## config.mk

```make
export PLATFORM = sky130hd
export DESIGN_NAME = sentence_receive_ring_buffer
export DESIGN_NICKNAME = d
export VERILOG_FILES = /design/src/rtl/core/srrb_pkg.sv /design/src/rtl/core/sentence_receive_ring_buffer.sv /design/src/rtl/core/srrb_cell.sv
export SDC_FILE = /design/constraint.sdc
export NUM_CORES = 1
export LEC_CHECK = 0
export BUFFER_PORTS_ARGS = -buffer_cell sky130_fd_sc_hd__buf_2
export CORE_ASPECT_RATIO = 2
export CORE_UTILIZATION = 55
export DETAILED_ROUTE_END_ITERATION = 16
export HOLD_SLACK_MARGIN = 0.1
export PLACE_DENSITY_LB_ADDON = 0.25
export SLEW_MARGIN = 20
export SYNTH_ARGS = -nofsm -noshare
export SYNTH_HDL_FRONTEND = slang
export SYNTH_SLANG_ARGS = --single-unit
```

## constraint.sdc

```tcl
create_clock -name clk -period 4.5 [get_ports clk]
set_input_delay 0.225 -clock clk [delete_from_list [all_inputs] [get_ports clk]]
set_output_delay 0.225 -clock clk [all_outputs]
set_load 0.05 [all_outputs]
```

## src/rtl/core/srrb_pkg.sv

```systemverilog
`timescale 1ns / 1ps
// Shared types and constants for the sentence receive ring buffer.
// No dependencies; used by srrb_cell and sentence_receive_ring_buffer.
package srrb_pkg;

  // Item kinds on the input channel
  typedef enum logic {
    OP_RX   = 1'b0,
    OP_POLL = 1'b1
  } opcode_t;

  // Framing characters
  localparam logic [7:0] CH_START = 8'h24;  // '$'
  localparam logic [7:0] CH_LF    = 8'h0A;
  localparam logic [7:0] CH_CR    = 8'h0D;

  localparam int unsigned BYTE_W  = 8;
  localparam int unsigned WAIT_W  = 6;

  // Per-cell control from the pointer logic
  typedef struct packed {
    logic shift;  // take the neighbour's byte (pop)
    logic load;   // take the received byte (push into this slot)
  } cell_ctl_t;

endpackage

```

## src/rtl/core/sentence_receive_ring_buffer.sv

```systemverilog
`timescale 1ns / 1ps
// Sentence-framing receive buffer: top level with the fill counter and result register.
// Depends on srrb_pkg and srrb_cell.
//
// The buffer holds up to DEPTH-1 received bytes in a row of byte cells, oldest at
// cell 0. A received byte is written into the first free cell; a pop hands every
// cell's byte to its neighbour toward cell 0 and returns what cell 0 held. A '$'
// empties the buffer and opens a sentence before being stored; CR or LF closes it
// and is still stored. A byte arriving with DEPTH-1 bytes held empties the buffer,
// is dropped and reports overflowed. A poll does nothing while no sentence is open;
// while one is open it pops one byte when cfg consumer_present is 1, or empties
// the buffer when it is 0. Every item yields exactly one result, carrying the fill
// count (low six bits) and the sentence flag after the item. The block accepts one
// item per cycle unless in_stall is high: the fill counter update and the cell shift
// or load all complete together, and the result register takes the next item as
// the previous result is drained (in_stall rises only when that register is full and
// out_stall is high). Emptying the buffer only clears the fill counter, so no
// clearing pass is needed after reset. The user must write consumer_present through
// cfg_wr_en/cfg_wr_data only while the block is idle; the block does not enforce it.
module sentence_receive_ring_buffer #(
  parameter int unsigned DEPTH = 64
) (
  input  logic       clk,
  input  logic       rst_n,
  // input channel
  input  logic       in_valid,
  output logic       in_stall,
  input  logic       in_opcode,
  input  logic [7:0] in_rx_byte,
  // result channel
  output logic       out_valid,
  input  logic       out_stall,
  output logic       out_read_valid,
  output logic [7:0] out_read_byte,
  output logic       out_read_empty,
  output logic       out_overflowed,
  output logic [5:0] out_bytes_waiting,
  output logic       out_in_message,
  // configuration
  input  logic       cfg_wr_en,
  input  logic       cfg_wr_data
);
  import srrb_pkg::*;

  localparam int unsigned NCELL = DEPTH - 1;
  localparam int unsigned CW    = $clog2(DEPTH);

  // Control state
  logic [CW-1:0] count_r, count_nxt;
  logic          open_r, open_nxt;
  logic          consumer_r;
  logic          out_valid_r, out_valid_nxt;

  // Result register (payload)
  logic          rd_valid_r, rd_valid_nxt;
  logic [7:0]    rd_byte_r, rd_byte_nxt;
  logic          rd_empty_r, rd_empty_nxt;
  logic          ovf_r, ovf_nxt;
  logic [5:0]    waiting_r, waiting_nxt;
  logic          msg_r;

  logic          accept;
  logic          do_push;
  logic          do_pop;
  logic [CW-1:0] push_slot;
  logic [CW+5:0] count_ext;

  // Cell chain wiring
  logic [7:0]    chain_byte [NCELL+1];

  // Transfer happens when the result register is free or being drained
  assign in_stall = out_valid_r & out_stall;
  assign accept   = in_valid & ~in_stall;

  always_comb begin
    count_nxt    = count_r;
    open_nxt     = open_r;
    do_push      = 1'b0;
    do_pop       = 1'b0;
    push_slot    = count_r;
    rd_valid_nxt = 1'b0;
    rd_byte_nxt  = '0;
    rd_empty_nxt = 1'b0;
    ovf_nxt      = 1'b0;
    if (in_opcode == OP_RX) begin
      // '$' opens a sentence on an emptied buffer
      if (in_rx_byte == CH_START) begin
        count_nxt = '0;
        open_nxt  = 1'b1;
      end else if (in_rx_byte == CH_LF || in_rx_byte == CH_CR) begin
        open_nxt  = 1'b0;
      end
      // first free cell after any emptying by '$'
      push_slot = count_nxt;
      if (count_nxt == CW'(NCELL)) begin
        // Full: drop the byte and empty the buffer
        count_nxt = '0;
        ovf_nxt   = 1'b1;
      end else begin
        do_push   = 1'b1;
        count_nxt = count_nxt + CW'(1);
      end
    end else if (open_r) begin
      if (consumer_r) begin
        if (count_r == '0) begin
          rd_empty_nxt = 1'b1;
        end else begin
          // Pop the oldest byte from cell 0 and advance the chain
          do_pop       = 1'b1;
          rd_valid_nxt = 1'b1;
          rd_byte_nxt  = chain_byte[0];
          count_nxt    = count_r - CW'(1);
        end
      end else begin
        // No consumer: drop everything held
        count_nxt = '0;
      end
    end
    count_ext   = {6'b0, count_nxt};
    waiting_nxt = count_ext[5:0];
  end

  // Row of byte cells; cell i loads when it is the first free slot
  assign chain_byte[NCELL] = '0;

  for (genvar i = 0; i < NCELL; i++) begin : g_cell
    cell_ctl_t ctl;
    always_comb begin
      ctl.shift = accept & do_pop;
      ctl.load  = accept & do_push & (push_slot == CW'(i));
    end
    srrb_cell u_cell (
      .clk          (clk),
      .ctl_i        (ctl),
      .rx_byte_i    (in_rx_byte),
      .neigh_byte_i (chain_byte[i+1]),
      .byte_o       (chain_byte[i])
    );
  end

  // Result valid: hold until the transfer completes, reload on each accept
  always_comb begin
    out_valid_nxt = out_valid_r;
    if (accept) begin
      out_valid_nxt = 1'b1;
    end else if (~out_stall) begin
      out_valid_nxt = 1'b0;
    end
  end

  always_ff @(posedge clk) begin
    if (!rst_n) begin
      count_r     <= '0;
      open_r      <= 1'b0;
      consumer_r  <= 1'b0;
      out_valid_r <= 1'b0;
    end else begin
      out_valid_r <= out_valid_nxt;
      if (accept) begin
        count_r <= count_nxt;
        open_r  <= open_nxt;
      end
      if (cfg_wr_en) begin
        consumer_r <= cfg_wr_data;
      end
    end
  end

  always_ff @(posedge clk) begin
    if (accept) begin
      rd_valid_r <= rd_valid_nxt;
      rd_byte_r  <= rd_byte_nxt;
      rd_empty_r <= rd_empty_nxt;
      ovf_r      <= ovf_nxt;
      waiting_r  <= waiting_nxt;
      msg_r      <= open_nxt;
    end
  end

  assign out_valid         = out_valid_r;
  assign out_read_valid    = rd_valid_r;
  assign out_read_byte     = rd_byte_r;
  assign out_read_empty    = rd_empty_r;
  assign out_overflowed    = ovf_r;
  assign out_bytes_waiting = waiting_r;
  assign out_in_message    = msg_r;

  // At most one event flag per result
  a_one_event: assert property (@(posedge clk) disable iff (!rst_n)
    out_valid |-> $onehot0({out_read_valid, out_read_empty, out_overflowed}))
    else $error("more than one event flag in a result");

  // A pop only happens inside an open sentence
  a_pop_open: assert property (@(posedge clk) disable iff (!rst_n)
    (out_valid && out_read_valid) |-> out_in_message)
    else $error("byte popped outside a sentence");

  // An overflow leaves the buffer empty
  a_ovf_empty: assert property (@(posedge clk) disable iff (!rst_n)
    (out_valid && out_overflowed) |-> (out_bytes_waiting == 6'd0 && count_r == '0))
    else $error("overflow did not empty the buffer");

  // A poll with no consumer inside a sentence drops everything
  a_flush: assert property (@(posedge clk) disable iff (!rst_n)
    (accept && in_opcode == OP_POLL && open_r && !consumer_r) |=> (count_r == '0))
    else $error("flush left bytes in the buffer");

  // The fill count never exceeds the cell count
  a_count_range: assert property (@(posedge clk) disable iff (!rst_n)
    count_r <= CW'(NCELL))
    else $error("fill count beyond capacity");

endmodule

```

## src/rtl/core/srrb_cell.sv

```systemverilog
`timescale 1ns / 1ps
// One storage cell of the byte chain: holds a byte, shifts toward the head on pop.
// Depends on srrb_pkg.
module srrb_cell (
  input  logic              clk,
  input  srrb_pkg::cell_ctl_t ctl_i,
  input  logic [7:0]        rx_byte_i,
  input  logic [7:0]        neigh_byte_i,
  output logic [7:0]        byte_o
);
  import srrb_pkg::*;

  logic [BYTE_W-1:0] byte_r;
  logic [BYTE_W-1:0] byte_nxt;

  always_comb begin
    byte_nxt = byte_r;
    if (ctl_i.shift) begin
      byte_nxt = neigh_byte_i;
    end else if (ctl_i.load) begin
      byte_nxt = rx_byte_i;
    end
  end

  // Payload only: no reset
  always_ff @(posedge clk) begin
    byte_r <= byte_nxt;
  end

  assign byte_o = byte_r;

endmodule

```

After elaboration in Yosys (flattened, before gate mapping)
Index checks and enable logic that the tools add are counted.
Cells by class
  add/sub/neg operators: 2
  equal/unequal tests: 67
  multiplexer cells: 145
  bitwise logic cells: 71
  reduce and logical (&&, ||, !) cells: 67
Operators by type and width (count)
  8-bit two-way mux: 124
  6-bit == test, second input constant: 32
  2-bit nonzero test: 62
  6-bit by 5-bit == test with 1-bit output, second input constant: 16
  1-bit AND: 67
  6-bit by 4-bit == test with 1-bit output, second input constant: 8
  6-bit two-way mux: 8
  6-bit by 3-bit == test with 1-bit output, second input constant: 4
  8-bit by 4-bit == test with 1-bit output, second input constant: 2
  1-bit two-way mux: 13
  6-bit by 2-bit == test with 1-bit output, second input constant: 2
  6-bit zero test: 2
  8-bit by 6-bit == test with 1-bit output, second input constant: 1
  6-bit by 1-bit adder with 6-bit output, second input constant: 1
  6-bit by 1-bit == test with 1-bit output, second input constant: 1
  6-bit by 1-bit subtractor with 6-bit output, second input constant: 1
  1-bit NOT: 4
  4-bit OR reduction: 1
  3-bit AND reduction: 1
  2-bit by 1-bit inequality test with 1-bit output, second input constant: 1
  1-bit logical OR: 1
Word-level totals
  register bits after elaboration: 531
  input bits: 15
  output and inout bits: 20
  logic and storage cells: 425

Longest topological paths before layout
  depth after elaboration: 10
  depth in mapped cells: 9

Cells and area by module
From an unflattened synthesis, not the netlist that was laid out.
Unflattened totals
  cells, all modules: 1382
  area, all modules: 25983.7 µm²
By module, submodules not included
  srrb_cell: instances 63, cells each 18, area an instance 377.9 µm², sequential area each 240.2 µm²
  sentence_receive_ring_buffer: instances 1, cells each 248, area an instance 2178.3 µm², sequential area each 720.7 µm²

Worst setup path before layout
No wires, ideal clock.
  path kind: input -> register
  start: input port in_rx_byte[7]
  end: register g_cell[20].u_cell.byte_r[0] (enable)
  library setup time: 384 ps
  arrival time: 2615 ps
  required time: 4116 ps
  setup slack: 1501 ps
  stages: 8
  buffers on the path: 1
  cell sequence: or4_4 -> nor2_4 -> nor2_1 -> ha_1 -> clkbuf_1 -> nand4_1 -> nand4_1 -> o21ai_0
Between the ends
  word-level cells in the longest chain between the ends: 9
RTL lines
  start: declaration: RTL line sentence_receive_ring_buffer.sv:29  | input logic [7:0] in_rx_byte,
  8-bit by 6-bit == test with 1-bit output (*): RTL line sentence_receive_ring_buffer.sv:87  | if (in_rx_byte == CH_START) begin
  6-bit two-way mux (*): RTL line sentence_receive_ring_buffer.sv:87
  6-bit two-way mux (*): RTL line sentence_receive_ring_buffer.sv:85  | if (in_opcode == OP_RX) begin
  6-bit == test: RTL line sentence_receive_ring_buffer.sv:95  | if (count_nxt == CW'(NCELL)) begin
  1-bit two-way mux: RTL line sentence_receive_ring_buffer.sv:95
  1-bit two-way mux: RTL line sentence_receive_ring_buffer.sv:85
  1-bit AND: RTL line sentence_receive_ring_buffer.sv:130  | ctl.load = accept & do_push & (push_slot == CW'(i));
  1-bit AND (*): RTL line sentence_receive_ring_buffer.sv:130
  2-bit nonzero test (no source line) (*)
  end signal: assignment: RTL line srrb_cell.sv:27  | byte_r <= byte_nxt;
  end: declaration: RTL line srrb_cell.sv:13  | logic [BYTE_W-1:0] byte_r;
Every way passes the cells marked *; elsewhere a longest branch is shown, timed or not. The select of a mux whose other input is x is not followed.
A chain may end at the register's enable or synchronous reset.

Worst setup path in the final report
  start: register count_r[0]
  end: register g_cell[9].u_cell.byte_r[1] (enable)
Between the ends
  word-level cells in the longest chain between the ends: 8
RTL lines
  start: declaration: RTL line sentence_receive_ring_buffer.sv:49  | logic [CW-1:0] count_r, count_nxt;
  start signal: assignment: RTL line sentence_receive_ring_buffer.sv:160  | count_r <= count_nxt;
  6-bit two-way mux: RTL line sentence_receive_ring_buffer.sv:87
  6-bit two-way mux: RTL line sentence_receive_ring_buffer.sv:85
  6-bit == test: RTL line sentence_receive_ring_buffer.sv:95
  1-bit two-way mux: RTL line sentence_receive_ring_buffer.sv:95
  1-bit two-way mux: RTL line sentence_receive_ring_buffer.sv:85
  1-bit AND (2 in a row): RTL line sentence_receive_ring_buffer.sv:130
  2-bit nonzero test (no source line) (*)
  end signal: assignment: RTL line srrb_cell.sv:27
  end: declaration: RTL line srrb_cell.sv:13
Marks and branches as above.

==> impl_results.md <==
- DP HPWL: 30900 um
- GR Util All Layers: 0.255
- Post-Route WL: 49400 um
- FF-to-FF setup slack: 1.25 ns
- Initial Util: 0.559
- Clock Pin Slew Worst Setup and Hold Paths: 0.07 ns
- RSZ-0062 raised after global routing: no
- Tmin final: 3.25 ns
- Syn. warnings: 0
- DR pass1 iterations: 5
- DR WL/cell: 19.8 um
- RR Endpoint: g_cell[9].u_cell.byte_o[1]
- Most frequent cells in the layout: nand2_1, edfxtp_1, buf_4
- Vias per inst: 5.57
- CTS tree: done
- Post-route clock period utilization: 0.723
- Post-synth EDFFs: 514
- Core area: 0.0388 mm^2
- Crit-path cells: inv_1, ha_1, a311o_2, buf_4, o21ai_0
- IO Port Bufs: 34
- Area Growth Syn to Fin: 10.6%
- Drt initial violations: 1351
- Most common cell after layout, fill and taps aside: nand2_1
- Cells resized by post-CTS repair: 0
- ANT cells: 0
- Final Hold Viols: 0
- Post-route DRC: 0
- Die height: 283 um
- Setup-failing EPs final: 0
- Inst Count DP: 2401
- Clock buffer depth: 3
- Final setup TNS: 0 ns
- Mapped Area: 0.0217 mm^2
- Slowest-stage cell, CP: buf_4
- Non-filler instance count after layout: 2488
- Critical Path RT: 4.65 ns
- Vias: 13862
- Critical path class: flip-flop to flip-flop
- Syn nets: 1924
- Root Buffer: clkbuf_16
- CTS Sinks: 531
- CP Launch Type: flip-flop
- Crit path max fanout: 63
- Final #Nets: 1951
- Reg-to-reg startpoint: count_r[0]
- Row count: 102
- Largest net degree at the start of global routing: 153
- Slew Viols, Final: 0
- Pleak: 8.71 nW
- Vias in the first global route: 14241
- Mapped Cells: 1906
- Synth cell types: 55
- Ports: 35
- Pwr dens: 411 mW/mm^2
- Status: finished, final reports clean
- Syn_area_per_cell: 11.4 um^2
- Max IR drop VDD: 328 uV
- H-tree levels: 2
- Achievable clock frequency: 307 MHz
- Min-Delay Endpoint: out_in_message
- Routed Antenna Nets: 0
- Setup Skew: 0.0233 ns
- First-pass GRT wire length: 77500 um
- Hold Crit Depth: 4
- Total grt overflow: 0
- Number of max-cap violations: 0
- Layout cells sized above 1: 0.0960
- Design Power: 9.85 mW
- Rel. slew slack: 0.218
- Hold/Removal Path Class: primary input to flip-flop
- RD Place Congestion: 0.935
- Post-CTS Hold Buffers: 6
- Initial antenna violation count: 0
- Die Footprint: 0.0403 mm^2
- Post-CTS Setup Bufs: 0
- Path depth of the worst reg2reg path: 5
- CTS Buf Count: 44
- Die X: 142 um
- Skew-Pair Late Insertion Delay: 0.57 ns
- CP endpoint kind: flip-flop
- Commonest register cell after synthesis: edfxtp_1
- Async SR Flop Fraction: 0
- Worst EP arrival: 3.41 ns
- Sequential share of the synthesized area: 0.727
- Hold path startpoint: in_rx_byte[3]
- Worst slew pin tran: 1.16 ns
- FF+latch count, synth: 531
- Max incr delay on CP: 0.61 ns
==> state kept, by name (all words and copies together), names as in the netlist <==
| name | cells |
|---|---|
| open_r | 1 |
| out_read_empty | 1 |
| out_read_valid | 1 |
| out_in_message | 1 |
| out_read_byte | 8 |
| out_bytes_waiting | 6 |
| count_r | 6 |
| g_cell.u_cell.byte_o | 504 |
| out_overflowed | 1 |
| consumer_r | 1 |
| out_valid | 1 |
==> worst max path at each step <==
stage,start,to,slack [ns],depth (start not counted)
after floorplan,in_rx_byte[7],g_cell[20].u_cell.byte_o[0],1.50,8
after global placement,in_rx_byte[3],g_cell[22].u_cell.byte_o[7],1.17,9
after detailed placement,in_rx_byte[3],g_cell[22].u_cell.byte_o[7],1.15,9
after CTS,count_r[0],g_cell[14].u_cell.byte_o[6],1.27,5
after global routing,count_r[0],g_cell[5].u_cell.byte_o[3],1.09,5
final,count_r[0],g_cell[9].u_cell.byte_o[1],1.25,5
==> per-layer routing <==
metal  routed length (um)  up-vias  GRT usage
met4                 2130        0      0.119
met2                26500      429      0.466
li1                     -     6455          -
met5                    0        -          0
met1                18600     6848      0.300
met3                 2210      130     0.0241
==> where the power goes <==
group / switching, mW / internal [mW] / leakage (nW)
Combinational: 0.343 / 0.108 / 3.22
Clock: 1.76 / 2.16 / 0.710
Sequential: 0.0242 / 5.46 / 4.78
Total: 2.12 / 7.73 / 8.71
==> critical path, delay by kind of cell, from the launching register on <==
kind	cells	cell delay, ns
buf+inv	2	0.87
fa+ha+maj	1	0.36
flops	1	0.45
compound gates	2	1.16
==> cells in the mapped netlist, drive strengths merged (2+ instances only) <==
cell,number,area share
a21oi,5,0.0012
a311oi,3,0.0012
a31oi,7,0.0020
and2,12,0.0035
and3,2,0.00058
buf,109,0.027
clkbuf,17,0.0029
dfxtp,17,0.016
edfxtp,514,0.71
ha,3,0.0017
inv,10,0.0017
mux2i,10,0.0046
nand2,1028,0.18
nand2b,2,0.00058
nand3,15,0.0035
nand4,12,0.0035
nor2,19,0.0040
nor2b,3,0.00087
nor3,7,0.0016
nor3b,3,0.0010
o2111ai,2,0.0016
o21a,2,0.00069
o21ai,68,0.016
o22ai,2,0.00058
o311a,2,0.00092
o311ai,2,0.00081
o31ai,7,0.0024
o41ai,2,0.00081
or3,2,0.00081
or4,3,0.0014
==> per-stage QoR <==
stage / area (um^2) / utilization / setup slack, ns / hold WS (ns)
floorplan: 21700 / - / 1.50 / 0.343
global placement: 22500 / 0.579 / 1.17 / 0.444
detailed placement: 22500 / 0.579 / 1.15 / 0.457
CTS: 24000 / 0.618 / 1.27 / 0.147
global route: 24000 / 0.618 / 1.09 / 0.165
finish: 24000 / 0.618 / 1.25 / 0.179
==> final cells by class <==
cell class / instances / area [um^2]
inverters: 11 / 41.3
repair buffers: 107 / 821
multi-input cells: 1238 / 5250
fillers: 3116 / 14800
well taps: 520 / 651
flip-flops and latches: 531 / 15800
clock buffers: 50 / 1120
clock inverters: 31 / 327
==> logic make-up (layout without fill, tap and decap cells) <==
| logic type | Yosys count | after routing | share of synthesized area |
|---|---|---|---|
| XOR/XNOR | 2 | 2 | 0.000808 |
| flip-flops | 531 | 531 | 0.727 |
| multiplexers | 10 | 10 | 0.00462 |
| AND/OR/NAND/NOR | 1113 | 1113 | 0.202 |
| AO/OA/AOI/OAI | 110 | 110 | 0.0313 |
| buffers and inverters | 137 | 199 | 0.0321 |
| adder cells (fa/ha/maj) | 3 | 3 | 0.00173 |
Note: power is estimated with default switching activity, not from simulation.
